--- src/design/pita_pkg.sv ---
`timescale 1ns / 1ps
// Shared types, character codes and the digit-to-ASCII function for the
// padded integer to ASCII formatter. No dependencies.
package pita_pkg;

    // counts of characters, digits and padding (up to 64, plus sign and prefix)
    localparam int CNT_W       = 7;
    localparam int DIG_W       = 6;
    localparam int ADDR_W      = 6;
    localparam int MAX_RESULTS = 64;

    localparam logic [7:0] RADIX_MIN  = 8'd2;
    localparam logic [7:0] RADIX_MAX  = 8'd36;
    localparam logic [7:0] RADIX_OCT  = 8'd8;
    localparam logic [7:0] RADIX_HEX  = 8'd16;
    localparam logic [DIG_W-1:0] DEC_DIGITS = 6'd10;
    // position of 'x'/'X' in the digit alphabet
    localparam logic [DIG_W-1:0] X_DIGIT    = 6'd33;

    localparam logic [7:0] CH_NUL     = 8'h00;
    localparam logic [7:0] CH_SPACE   = 8'h20;
    localparam logic [7:0] CH_PLUS    = 8'h2B;
    localparam logic [7:0] CH_MINUS   = 8'h2D;
    localparam logic [7:0] CH_ZERO    = 8'h30;
    localparam logic [7:0] CH_UPPER_A = 8'h41;
    localparam logic [7:0] CH_LOWER_A = 8'h61;

    typedef struct packed {
        logic              bad;
        logic [CNT_W-1:0]  pad_cnt;
        logic              pad_lead_space;
        logic              pad_zero;
        logic              pad_trail;
        logic              sign_en;
        logic [7:0]        sign_ch;
        logic [1:0]        pre_len;
        logic              lower;
        logic [CNT_W-1:0]  lz_cnt;
        logic [CNT_W-1:0]  dig_cnt;
    } pita_layout_t;

    typedef struct packed {
        logic              we;
        logic [ADDR_W-1:0] addr;
        logic [DIG_W-1:0]  data;
    } pita_dig_wr_t;

    function automatic logic [7:0] digit_char(input logic [DIG_W-1:0] d, input logic lower);
        logic [7:0] base_ch;
        base_ch = lower ? CH_LOWER_A : CH_UPPER_A;
        if (d < DEC_DIGITS)
            return CH_ZERO + 8'(d);
        else
            return base_ch + 8'(d) - 8'(DEC_DIGITS);
    endfunction

endpackage

--- src/design/pita_divider.sv ---
`timescale 1ns / 1ps
// Bit-serial restoring divider: one quotient bit per cycle.
// Depends on pita_pkg for the digit width.
module pita_divider
    import pita_pkg::*;
#(
    parameter int VALUE_BITS = 32
)(
    input  logic                  clk,
    input  logic                  rst_n,
    input  logic                  start,
    input  logic [VALUE_BITS-1:0] dividend,
    input  logic [DIG_W-1:0]      divisor,
    output logic [VALUE_BITS-1:0] quotient,
    output logic [DIG_W-1:0]      remainder,
    output logic                  done
);

    localparam int STEP_W = $clog2(VALUE_BITS);

    logic [VALUE_BITS-1:0] dvd_reg;
    logic [DIG_W-1:0]      div_reg;
    logic [DIG_W-1:0]      rem_reg;
    logic [STEP_W-1:0]     step_reg;
    logic                  busy_reg;
    logic                  done_reg;

    logic [DIG_W:0]        trial;
    logic                  ge;
    logic [DIG_W-1:0]      rem_next;

    always_comb
    begin
        trial    = {rem_reg, dvd_reg[VALUE_BITS-1]};
        ge       = trial >= {1'b0, div_reg};
        rem_next = ge ? DIG_W'(trial - {1'b0, div_reg}) : trial[DIG_W-1:0];
    end

    always_ff @(posedge clk or negedge rst_n)
    begin
        if (!rst_n)
        begin
            busy_reg <= 1'b0;
            done_reg <= 1'b0;
            step_reg <= '0;
        end
        else
        begin
            done_reg <= 1'b0;
            if (start)
            begin
                busy_reg <= 1'b1;
                step_reg <= STEP_W'(VALUE_BITS - 1);
            end
            else if (busy_reg)
            begin
                step_reg <= step_reg - 1'b1;
                if (step_reg == '0)
                begin
                    busy_reg <= 1'b0;
                    done_reg <= 1'b1;
                end
            end
        end
    end

    // datapath: quotient bits shift in where the dividend bits shift out
    always_ff @(posedge clk)
    begin
        if (start)
        begin
            dvd_reg <= dividend;
            div_reg <= divisor;
            rem_reg <= '0;
        end
        else if (busy_reg)
        begin
            dvd_reg <= {dvd_reg[VALUE_BITS-2:0], ge};
            rem_reg <= rem_next;
        end
    end

    assign quotient  = dvd_reg;
    assign remainder = rem_reg;
    assign done      = done_reg;

endmodule

--- src/design/pita_emitter.sv ---
`timescale 1ns / 1ps
// Character sequencer: holds the digit store and walks the text segments (padding,
// sign, prefix, zeros, digits) one character per cycle unless stalled. Uses pita_pkg.
module pita_emitter
    import pita_pkg::*;
#(
    parameter int VALUE_BITS = 32
)(
    input  logic         clk,
    input  logic         rst_n,
    input  pita_dig_wr_t dig_wr,
    input  logic         start,
    input  pita_layout_t lay,
    output logic         idle,
    output logic         out_valid,
    input  logic         out_ready,
    output logic [7:0]   text_char,
    output logic         last,
    output logic         bad_base
);

    localparam int IDX_W = $clog2(VALUE_BITS);

    typedef enum logic [3:0] {
        E_IDLE, E_ERR, E_PADL, E_SIGN, E_PRE0, E_PREX, E_ZPAD, E_LZ, E_DIG, E_PADR
    } emit_state_t;

    emit_state_t       state_reg;
    pita_layout_t      lay_reg;
    logic [CNT_W-1:0]  rem_reg;
    logic [CNT_W-1:0]  emit_cnt_reg;
    logic [IDX_W-1:0]  ptr_reg;
    logic [IDX_W-1:0]  ptr_next;
    logic [DIG_W-1:0]  rd_data_reg;
    logic              out_valid_reg;
    logic [7:0]        text_char_reg;
    logic              last_reg;
    logic              bad_reg;

    logic [DIG_W-1:0]  mem [VALUE_BITS];

    logic              fire;
    logic              final_char;
    emit_state_t       nxt_seg;
    emit_state_t       first_seg;
    logic [7:0]        ch;

    function automatic logic [CNT_W-1:0] seg_len(input emit_state_t s, input pita_layout_t l);
        logic [CNT_W-1:0] n;
        n = '0;
        unique case (s)
            E_ERR:   n = CNT_W'(1);
            E_PADL:  n = l.pad_lead_space ? l.pad_cnt : '0;
            E_SIGN:  n = CNT_W'(l.sign_en);
            E_PRE0:  n = CNT_W'(l.pre_len != 2'd0);
            E_PREX:  n = CNT_W'(l.pre_len == 2'd2);
            E_ZPAD:  n = l.pad_zero ? l.pad_cnt : '0;
            E_LZ:    n = l.lz_cnt;
            E_DIG:   n = l.dig_cnt;
            E_PADR:  n = l.pad_trail ? l.pad_cnt : '0;
            default: n = '0;
        endcase
        return n;
    endfunction

    // first non-empty text segment that follows s
    function automatic emit_state_t first_after(input emit_state_t s, input pita_layout_t l);
        emit_state_t r;
        r = E_IDLE;
        if (s < E_PADR && seg_len(E_PADR, l) != '0) r = E_PADR;
        if (s < E_DIG  && seg_len(E_DIG,  l) != '0) r = E_DIG;
        if (s < E_LZ   && seg_len(E_LZ,   l) != '0) r = E_LZ;
        if (s < E_ZPAD && seg_len(E_ZPAD, l) != '0) r = E_ZPAD;
        if (s < E_PREX && seg_len(E_PREX, l) != '0) r = E_PREX;
        if (s < E_PRE0 && seg_len(E_PRE0, l) != '0) r = E_PRE0;
        if (s < E_SIGN && seg_len(E_SIGN, l) != '0) r = E_SIGN;
        if (s < E_PADL && seg_len(E_PADL, l) != '0) r = E_PADL;
        return r;
    endfunction

    always_comb
    begin
        fire       = (state_reg != E_IDLE) && (!out_valid_reg || out_ready);
        nxt_seg    = first_after(state_reg, lay_reg);
        first_seg  = first_after(E_ERR, lay);
        final_char = (state_reg == E_ERR)
                   || (rem_reg == CNT_W'(1) && nxt_seg == E_IDLE)
                   || (emit_cnt_reg == CNT_W'(MAX_RESULTS - 1));

        unique case (state_reg) inside
            E_PADL, E_PADR:       ch = CH_SPACE;
            E_SIGN:               ch = lay_reg.sign_ch;
            E_PRE0, E_ZPAD, E_LZ: ch = CH_ZERO;
            E_PREX:               ch = digit_char(X_DIGIT, lay_reg.lower);
            E_DIG:                ch = digit_char(rd_data_reg, lay_reg.lower);
            default:              ch = CH_NUL;
        endcase

        if (start)
            ptr_next = IDX_W'(lay.dig_cnt - CNT_W'(1));
        else if (fire && state_reg == E_DIG)
            ptr_next = ptr_reg - 1'b1;
        else
            ptr_next = ptr_reg;
    end

    always_ff @(posedge clk or negedge rst_n)
    begin
        if (!rst_n)
        begin
            state_reg     <= E_IDLE;
            rem_reg       <= '0;
            emit_cnt_reg  <= '0;
            ptr_reg       <= '0;
            out_valid_reg <= 1'b0;
            last_reg      <= 1'b0;
            bad_reg       <= 1'b0;
        end
        else
        begin
            ptr_reg <= ptr_next;
            if (start)
            begin
                emit_cnt_reg <= '0;
                if (lay.bad)
                begin
                    state_reg <= E_ERR;
                    rem_reg   <= CNT_W'(1);
                end
                else
                begin
                    state_reg <= first_seg;
                    rem_reg   <= seg_len(first_seg, lay);
                end
            end
            else if (fire)
            begin
                emit_cnt_reg <= emit_cnt_reg + 1'b1;
                if (final_char)
                    state_reg <= E_IDLE;
                else if (rem_reg == CNT_W'(1))
                begin
                    state_reg <= nxt_seg;
                    rem_reg   <= seg_len(nxt_seg, lay_reg);
                end
                else
                    rem_reg <= rem_reg - 1'b1;
            end

            if (fire)
            begin
                out_valid_reg <= 1'b1;
                last_reg      <= final_char;
                bad_reg       <= (state_reg == E_ERR);
            end
            else if (out_ready)
                out_valid_reg <= 1'b0;
        end
    end

    always_ff @(posedge clk)
    begin
        if (start)
            lay_reg <= lay;
        if (fire)
            text_char_reg <= ch;
    end

    // digit store: one write port, registered read at the next pointer
    always_ff @(posedge clk)
    begin
        if (dig_wr.we)
            mem[dig_wr.addr[IDX_W-1:0]] <= dig_wr.data;
        rd_data_reg <= mem[ptr_next];
    end

    assign idle      = (state_reg == E_IDLE);
    assign out_valid = out_valid_reg;
    assign text_char = text_char_reg;
    assign last      = last_reg;
    assign bad_base  = bad_reg;

endmodule

--- src/design/padded_integer_to_ascii.sv ---
`timescale 1ns / 1ps
// Top level of the printf-style integer formatter: input capture, digit
// extraction control and layout. Depends on pita_pkg, pita_divider, pita_emitter.
//
// Usage: one input transaction carries a value, a radix and format controls.
// The result is a run of output transactions, one ASCII character each, with
// last set on the final one. A radix outside 2..36 gives one transaction with
// text_char 0, last 1 and bad_base 1.
// Flow: digits are extracted least significant first by a bit-serial divider;
// each digit takes a start step, VALUE_BITS quotient bits and a write-back.
// After the last digit come the layout step and the emitter start, then one
// character per cycle while out_ready is high. A bad radix skips extraction and
// layout and goes straight to the emitter start for its single result.
// in_ready is high only while no extraction runs and the previous item's
// characters have all been placed in the output register, so items are
// processed one at a time. The output register holds its transaction while
// out_ready is low and the sequencer waits. Reset clears all control state;
// no clearing pass is needed.
module padded_integer_to_ascii
    import pita_pkg::*;
#(
    parameter int VALUE_BITS = 32,
    parameter int MAX_DIGITS = 32,
    parameter int MAX_WIDTH  = 64
)(
    input  logic                  clk,
    input  logic                  rst_n,
    input  logic                  in_valid,
    output logic                  in_ready,
    input  logic [VALUE_BITS-1:0] value,
    input  logic [7:0]            radix,
    input  logic [6:0]            min_width,
    input  logic [5:0]            min_digits,
    input  logic                  zero_pad,
    input  logic                  signed_mode,
    input  logic                  show_plus,
    input  logic                  space_sign,
    input  logic                  left_justify,
    input  logic                  alt_prefix,
    input  logic                  lower_case,
    output logic                  out_valid,
    input  logic                  out_ready,
    output logic [7:0]            text_char,
    output logic                  last,
    output logic                  bad_base
);

    typedef enum logic [2:0] {T_IDLE, T_START, T_DIV, T_LAYOUT, T_GO} top_state_t;

    top_state_t            state_reg;
    logic [VALUE_BITS-1:0] quot_reg;
    logic [DIG_W-1:0]      radix_reg;
    logic [CNT_W-1:0]      width_reg;
    logic [CNT_W-1:0]      prec_reg;
    logic [CNT_W-1:0]      dcnt_reg;
    logic                  left_reg;
    logic                  zp_reg;
    logic                  lower_reg;
    logic                  sign_en_reg;
    logic [7:0]            sign_ch_reg;
    logic [1:0]            pre_len_reg;
    pita_layout_t          layout_reg;

    logic                  accept;
    logic                  bad_in;
    logic                  neg_in;
    logic [VALUE_BITS-1:0] mag_in;
    logic [CNT_W-1:0]      width_sat;
    logic [CNT_W-1:0]      prec_sat;
    logic                  sign_en_in;
    logic [7:0]            sign_ch_in;
    logic [1:0]            pre_len_in;

    logic [CNT_W-1:0]      ndig;
    logic [CNT_W-1:0]      used;
    logic [CNT_W-1:0]      pad;
    logic [CNT_W-1:0]      dcnt_inc;
    pita_layout_t          layout_calc;
    pita_layout_t          layout_bad;

    logic                  div_start;
    logic [VALUE_BITS-1:0] div_quot;
    logic [DIG_W-1:0]      div_rem;
    logic                  div_done;
    pita_dig_wr_t          dig_wr;
    logic                  emit_idle;
    logic                  emit_start;

    always_comb
    begin
        accept     = in_valid && in_ready;
        bad_in     = (radix < RADIX_MIN) || (radix > RADIX_MAX);
        neg_in     = signed_mode && value[VALUE_BITS-1];
        mag_in     = neg_in ? (VALUE_BITS'(0) - value) : value;
        width_sat  = (min_width > CNT_W'(MAX_WIDTH)) ? CNT_W'(MAX_WIDTH) : min_width;
        prec_sat   = ({1'b0, min_digits} > CNT_W'(MAX_DIGITS)) ? CNT_W'(MAX_DIGITS)
                                                               : {1'b0, min_digits};
        sign_en_in = neg_in || (signed_mode && (show_plus || space_sign));
        if (neg_in)
            sign_ch_in = CH_MINUS;
        else if (show_plus)
            sign_ch_in = CH_PLUS;
        else
            sign_ch_in = CH_SPACE;
        if (!alt_prefix)
            pre_len_in = 2'd0;
        else if (radix == RADIX_HEX)
            pre_len_in = 2'd2;
        else if (radix == RADIX_OCT)
            pre_len_in = 2'd1;
        else
            pre_len_in = 2'd0;

        ndig     = (prec_reg > dcnt_reg) ? prec_reg : dcnt_reg;
        used     = CNT_W'(sign_en_reg) + CNT_W'(pre_len_reg) + ndig;
        pad      = (width_reg > used) ? (width_reg - used) : '0;
        dcnt_inc = dcnt_reg + 1'b1;

        layout_calc.bad            = 1'b0;
        layout_calc.pad_cnt        = pad;
        layout_calc.pad_lead_space = !left_reg && !zp_reg;
        layout_calc.pad_zero       = zp_reg;
        layout_calc.pad_trail      = left_reg;
        layout_calc.sign_en        = sign_en_reg;
        layout_calc.sign_ch        = sign_ch_reg;
        layout_calc.pre_len        = pre_len_reg;
        layout_calc.lower          = lower_reg;
        layout_calc.lz_cnt         = ndig - dcnt_reg;
        layout_calc.dig_cnt        = dcnt_reg;

        layout_bad     = '0;
        layout_bad.bad = 1'b1;

        div_start   = (state_reg == T_START);
        emit_start  = (state_reg == T_GO);
        dig_wr.we   = (state_reg == T_DIV) && div_done;
        dig_wr.addr = dcnt_reg[ADDR_W-1:0];
        dig_wr.data = div_rem;
    end

    assign in_ready = (state_reg == T_IDLE) && emit_idle;

    always_ff @(posedge clk or negedge rst_n)
    begin
        if (!rst_n)
        begin
            state_reg <= T_IDLE;
            dcnt_reg  <= '0;
        end
        else
        begin
            unique case (state_reg)
                T_IDLE:
                begin
                    if (accept)
                    begin
                        dcnt_reg  <= '0;
                        state_reg <= bad_in ? T_GO : T_START;
                    end
                end
                T_START:
                    state_reg <= T_DIV;
                T_DIV:
                begin
                    if (div_done)
                    begin
                        dcnt_reg <= dcnt_inc;
                        if (div_quot != '0 && dcnt_inc < CNT_W'(VALUE_BITS))
                            state_reg <= T_START;
                        else
                            state_reg <= T_LAYOUT;
                    end
                end
                T_LAYOUT:
                    state_reg <= T_GO;
                T_GO:
                    state_reg <= T_IDLE;
                default:
                    state_reg <= T_IDLE;
            endcase
        end
    end

    always_ff @(posedge clk)
    begin
        if (accept)
        begin
            quot_reg    <= mag_in;
            radix_reg   <= radix[DIG_W-1:0];
            width_reg   <= width_sat;
            prec_reg    <= prec_sat;
            left_reg    <= left_justify;
            zp_reg      <= zero_pad && !left_justify;
            lower_reg   <= lower_case;
            sign_en_reg <= sign_en_in;
            sign_ch_reg <= sign_ch_in;
            pre_len_reg <= pre_len_in;
            layout_reg  <= layout_bad;
        end
        else if (state_reg == T_DIV && div_done)
            quot_reg <= div_quot;
        else if (state_reg == T_LAYOUT)
            layout_reg <= layout_calc;
    end

    pita_divider #(
        .VALUE_BITS (VALUE_BITS)
    ) u_divider (
        .clk       (clk),
        .rst_n     (rst_n),
        .start     (div_start),
        .dividend  (quot_reg),
        .divisor   (radix_reg),
        .quotient  (div_quot),
        .remainder (div_rem),
        .done      (div_done)
    );

    pita_emitter #(
        .VALUE_BITS (VALUE_BITS)
    ) u_emitter (
        .clk       (clk),
        .rst_n     (rst_n),
        .dig_wr    (dig_wr),
        .start     (emit_start),
        .lay       (layout_reg),
        .idle      (emit_idle),
        .out_valid (out_valid),
        .out_ready (out_ready),
        .text_char (text_char),
        .last      (last),
        .bad_base  (bad_base)
    );

`ifndef SYNTH
    a_go_starts_emitter: assert property (@(posedge clk) disable iff (!rst_n)
        (state_reg == T_GO) |=> !emit_idle)
        else $error("emitter did not start");

    a_extract_while_idle: assert property (@(posedge clk) disable iff (!rst_n)
        (state_reg == T_START) |-> emit_idle)
        else $error("digit extraction overlaps character output");

    a_wr_in_range: assert property (@(posedge clk) disable iff (!rst_n)
        dig_wr.we |-> (CNT_W'(dig_wr.addr) < CNT_W'(VALUE_BITS)))
        else $error("digit write beyond store");

    a_bad_radix_direct: assert property (@(posedge clk) disable iff (!rst_n)
        (accept && bad_in) |=> (state_reg == T_GO))
        else $error("bad radix did not go straight to output");
`endif

endmodule
--- config.mk ---
export PLATFORM = sky130hd
export DESIGN_NAME = padded_integer_to_ascii
export DESIGN_NICKNAME = d
export VERILOG_FILES = /design/src/design/pita_pkg.sv /design/src/design/pita_divider.sv /design/src/design/pita_emitter.sv /design/src/design/padded_integer_to_ascii.sv
export SDC_FILE = /design/constraint.sdc
export NUM_CORES = 1
export LEC_CHECK = 0
export BUFFER_PORTS_ARGS = -buffer_cell sky130_fd_sc_hd__buf_2
export CAP_MARGIN = 20
export CORE_UTILIZATION = 30
export DETAILED_ROUTE_END_ITERATION = 16
export PLACE_DENSITY = 0.45
export SYNTH_ARGS = -nofsm -noshare
export SYNTH_HDL_FRONTEND = slang
export SYNTH_SLANG_ARGS = --single-unit
--- constraint.sdc ---
create_clock -name clk -period 7.97 [get_ports clk]
set_clock_uncertainty 0.15 [all_clocks]
set_input_delay 1.1955 -clock clk [delete_from_list [all_inputs] [get_ports clk]]
set_output_delay 1.1955 -clock clk [all_outputs]
set_load 0.02 [all_outputs]
==> impl_results.md <==
* Run status: complete, no violations
* Relative area change from synthesis to final layout at 14.3%
* Count of flip-flops with a built-in enable after synthesis at 330
* Largest net degree at the start of global routing at between 60 and 70
* Critical path arrival at 5.78 ns
* Buffer cell driving the clock tree root: sky130_fd_sc_hd__clkbuf_16
* Biggest fanout along the worst timing path at 8
* Average cell area after synthesis at approximately 11 um2
* Count of endpoints failing setup in the final report at 0
* Width of the chip at ~260 um
* Flip-flop count of the largest register, all copies and words added at between 150 and 200
* Area inside the core boundary at between 0.06 and 0.07 mm2
* Synthesized-area fraction occupied by adder cells at 3.64%
* Number of sinks on the clock net at ~420
* Global-route wire length before repair at around 80,000 um
* Startpoint-to-endpoint class of the critical path: register to register
* Number of violations reported at the end of detailed-routing iteration 0 at 888
* Switching part of the total power at approximately 37%
* FP Rows at a little over 90
* Most common cell after layout, fill and taps aside: sky130_fd_sc_hd__nand2_1
* Internal power consumption at between 5 and 6 mW
* Main combinational cell family by area after synthesis: simple AND/OR/NAND/NOR gates
* Final Slew Violations at 0
* Register clock-pin slew on the reported worst setup and hold paths at about 0.060 ns
* Initial cell density of the core at a little under a third
* Min Clock Period, post-route at 5.47 ns
* Mux cell area share after synthesis at ~3.9%
* Die area at 0.0670 mm2
* Type of element capturing the critical path: register
* Achievable clock frequency at approximately 0.18 GHz
* Synthesized netlist net count at 1,890
* Antenna diode instance count at 0
* Simple-gate area share of the yosys netlist at between 15 and 20%
* Seq pwr share at a little under two fifths
* Required time of the critical path at approximately 8.3 ns
* Global route total overflow at 0
* Final routed wire length divided by cell count at 18.8 um
* Period utilization at between 60% and 70%
* Hold Buf Count CTS at 0
* Clock network power share at around a quarter
* Unrepaired setup endpoints after global routing: no
* Compound-Gate Fraction of Synth Area at 10.5%
* Filler instances at approximately 6,400
* Post-synthesis instance area at 0.0198 mm2
* Share of the yosys chip area belonging to registers at about three fifths
* Worst slew margin relative to its limit at between 20 and 25%
* Post-cts resize count at 0
* Via count of the first global-routing pass at around 13,000
* DRC violations left at 0
* Vias after detailed routing at about 14,000
* Placed Area at about 0.021 mm2
* Final hold vios at 0
* Routed Antenna Nets at 0
* Setup TNS Final at 0 ns
* Yosys reg bits at around 420
* Initial antenna violation count at 1
* Area share of xor/xnor cells in the synthesized design at ~2.9%
* Power consumption at 8.26 mW
* Maxcap violations at 0
* Busiest grt layer: met2
* CTS tree: yes
* Gate count after technology mapping at around 1,800
* Maximum vdd ir drop at between 0.15 and 0.2 mV
* Post-route worst hold slack at 0.271 ns
* Global Route met3 Usage at between 1.5 and 2%
* Ys Warns at 0
* Gp weighted congestion at ~0.87
* Count of buffers from port buffering at 75
* Die Y-Extent at approximately 260 um
* Total I/O pin count at 76
* Leading cell types in the layout, fill and taps excluded: sky130_fd_sc_hd__nand2_1 (338), sky130_fd_sc_hd__edfxtp_1 (330), sky130_fd_sc_hd__nor2_1 (112)
* Bufs on Longest Clock Path at 3
* Top_reg_cell synth: sky130_fd_sc_hd__edfxtp_1
* Detailed-route vias per instance at between 4 and 5
* Worst Max-Slew Pin Slew at 1.13 ns
* Power Dens Cells at about 370 mW/mm2
* Detailed-router iteration count before antenna repair at 8
* Final routed wirelength across all metal layers at around 50,000 um
* Nature of the critical path startpoint: register
* Part of the total power dissipated in combinational logic at 35.4%
* # nets final at 1,959
* Number of CTS-inserted buffers at 47
* Post-synthesis cell type count at a little under 80
* DP HPWL at 34,900 um
* H-tree levels at 2
* Leakage power summed over all cells at ~8.4 nW
* Fraction of registers with async set/reset at about a tenth
* Clock latency reported for the late side of the worst-skew pair at about 0.6 ns
* Fraction of layout cells with a size suffix above 1 at 11.4%
* Switching power total at approximately 3 mW
* Met1 demand-to-capacity share in global routing at approximately 21%
* Global-route track usage on met2 at about a quarter
* Global-route usage over all layers at between 10% and 20%
* Cell area after layout at approximately 0.023 mm2
* Worst min-delay path category: register to register
* # Post-CTS Setup Buffers at 0
==> kinds of logic after synthesis <==
logic type               count (synthesis)
buffers and inverters                  140
adder cells (fa/ha/maj)                 54
AND/OR/NAND/NOR                        693
XOR/XNOR                                65
multiplexers                            74
flip-flops                             418
AO/OA/AOI/OAI                          328
==> worst max-delay path: stages (launching register included) <==
cell and delay, ns:
sky130_fd_sc_hd__dfrtp_1 0.47, sky130_fd_sc_hd__clkinv_1 0.30, sky130_fd_sc_hd__ha_1 0.38, sky130_fd_sc_hd__a21o_1 0.18, sky130_fd_sc_hd__a21o_1 0.17, sky130_fd_sc_hd__o221ai_1 0.61, sky130_fd_sc_hd__a21oi_1 0.22, sky130_fd_sc_hd__fa_1 0.41
sky130_fd_sc_hd__inv_1 0.10, sky130_fd_sc_hd__fa_1 0.42, sky130_fd_sc_hd__inv_1 0.11, sky130_fd_sc_hd__ha_1 0.25, sky130_fd_sc_hd__nor2b_1 0.13, sky130_fd_sc_hd__o21ai_0 0.21, sky130_fd_sc_hd__a21boi_0 0.17, sky130_fd_sc_hd__o21a_1 0.20
sky130_fd_sc_hd__o21ai_0 0.31, sky130_fd_sc_hd__a21oi_1 0.25, sky130_fd_sc_hd__a32oi_1 0.25, sky130_fd_sc_hd__nor2_1 0.05
==> final cells by class <==
| type | instances | area [um2] | area share [%] |
|---|---|---|---|
| tap | 855 | 1070 | 4.73 |
| multi-input combinational | 1214 | 7340 | 32.4 |
| sequential | 418 | 11900 | 52.6 |
| timing repair buffer | 96 | 531 | 2.35 |
| clock inverter | 18 | 186 | 0.824 |
| inverter | 64 | 240 | 1.06 |
| clock buffer | 70 | 1370 | 6.04 |
==> synthesized netlist by cell type, types with 26 or more instances <==
library cell | instances | area, um2
sky130_fd_sc_hd__a21oi_1 | 87 | 435
sky130_fd_sc_hd__a31oi_1 | 28 | 175
sky130_fd_sc_hd__and3_1 | 27 | 169
sky130_fd_sc_hd__clkbuf_1 | 56 | 210
sky130_fd_sc_hd__dfrtp_1 | 43 | 1080
sky130_fd_sc_hd__dfxtp_1 | 45 | 901
sky130_fd_sc_hd__edfxtp_1 | 330 | 9910
sky130_fd_sc_hd__ha_1 | 48 | 601
sky130_fd_sc_hd__inv_1 | 57 | 214
sky130_fd_sc_hd__mux2_2 | 26 | 293
sky130_fd_sc_hd__mux2i_1 | 48 | 480
sky130_fd_sc_hd__nand2_1 | 339 | 1270
sky130_fd_sc_hd__nand3_1 | 47 | 235
sky130_fd_sc_hd__nor2_1 | 113 | 424
sky130_fd_sc_hd__nor3_1 | 40 | 200
sky130_fd_sc_hd__o21ai_0 | 80 | 400
sky130_fd_sc_hd__xnor2_1 | 32 | 280
sky130_fd_sc_hd__xor2_1 | 33 | 289
==> metal layers <==
layer | vias up | routed length, um
li1 | 6622 | -
met1 | 6639 | 24500
met2 | 331 | 23900
met3 | 56 | 1990
met4 | 0 | 934
met5 | - | 0
==> power groups by stage <==
stage          logic, mW  registers (mW)  clock network [mW]
2_1_floorplan       2.10            3.13                   0
3_3_place_gp        2.92            3.19                   0
3_5_place_dp        2.94            3.20                   0
4_1_cts             2.96            3.15                2.24
5_1_grt             3.27            3.20                2.31
6_report            2.93            3.15                2.18
==> per-stage QoR <==
step	setup WS, ns	util [%]	std cells
2_1_floorplan	3.25	-	1772
3_3_place_gp	2.77	32.5	2646
3_5_place_dp	2.59	32.5	2646
4_1_cts	2.53	34.9	2734
5_1_grt	2.11	34.9	2735
6_report	2.50	34.9	2735
==> path summary, 6_finish.rpt <==
check                                   from              endpoint  slack, ns  cells after the start
worst max-delay path             dcnt_reg[4]        layout_reg[34]       2.50                     19
worst min-delay path            radix_reg[4]  u_divider.div_reg[4]       0.27                      0
worst max register to register   dcnt_reg[4]        layout_reg[34]       2.50                     19
worst min register to register  radix_reg[4]  u_divider.div_reg[4]       0.27                      0
max in group asynchronous              rst_n  u_emitter.rem_reg[2]       6.59                      2
min in group asynchronous              rst_n           dcnt_reg[6]       0.58                      2
Power figures use the tool's default switching activity.
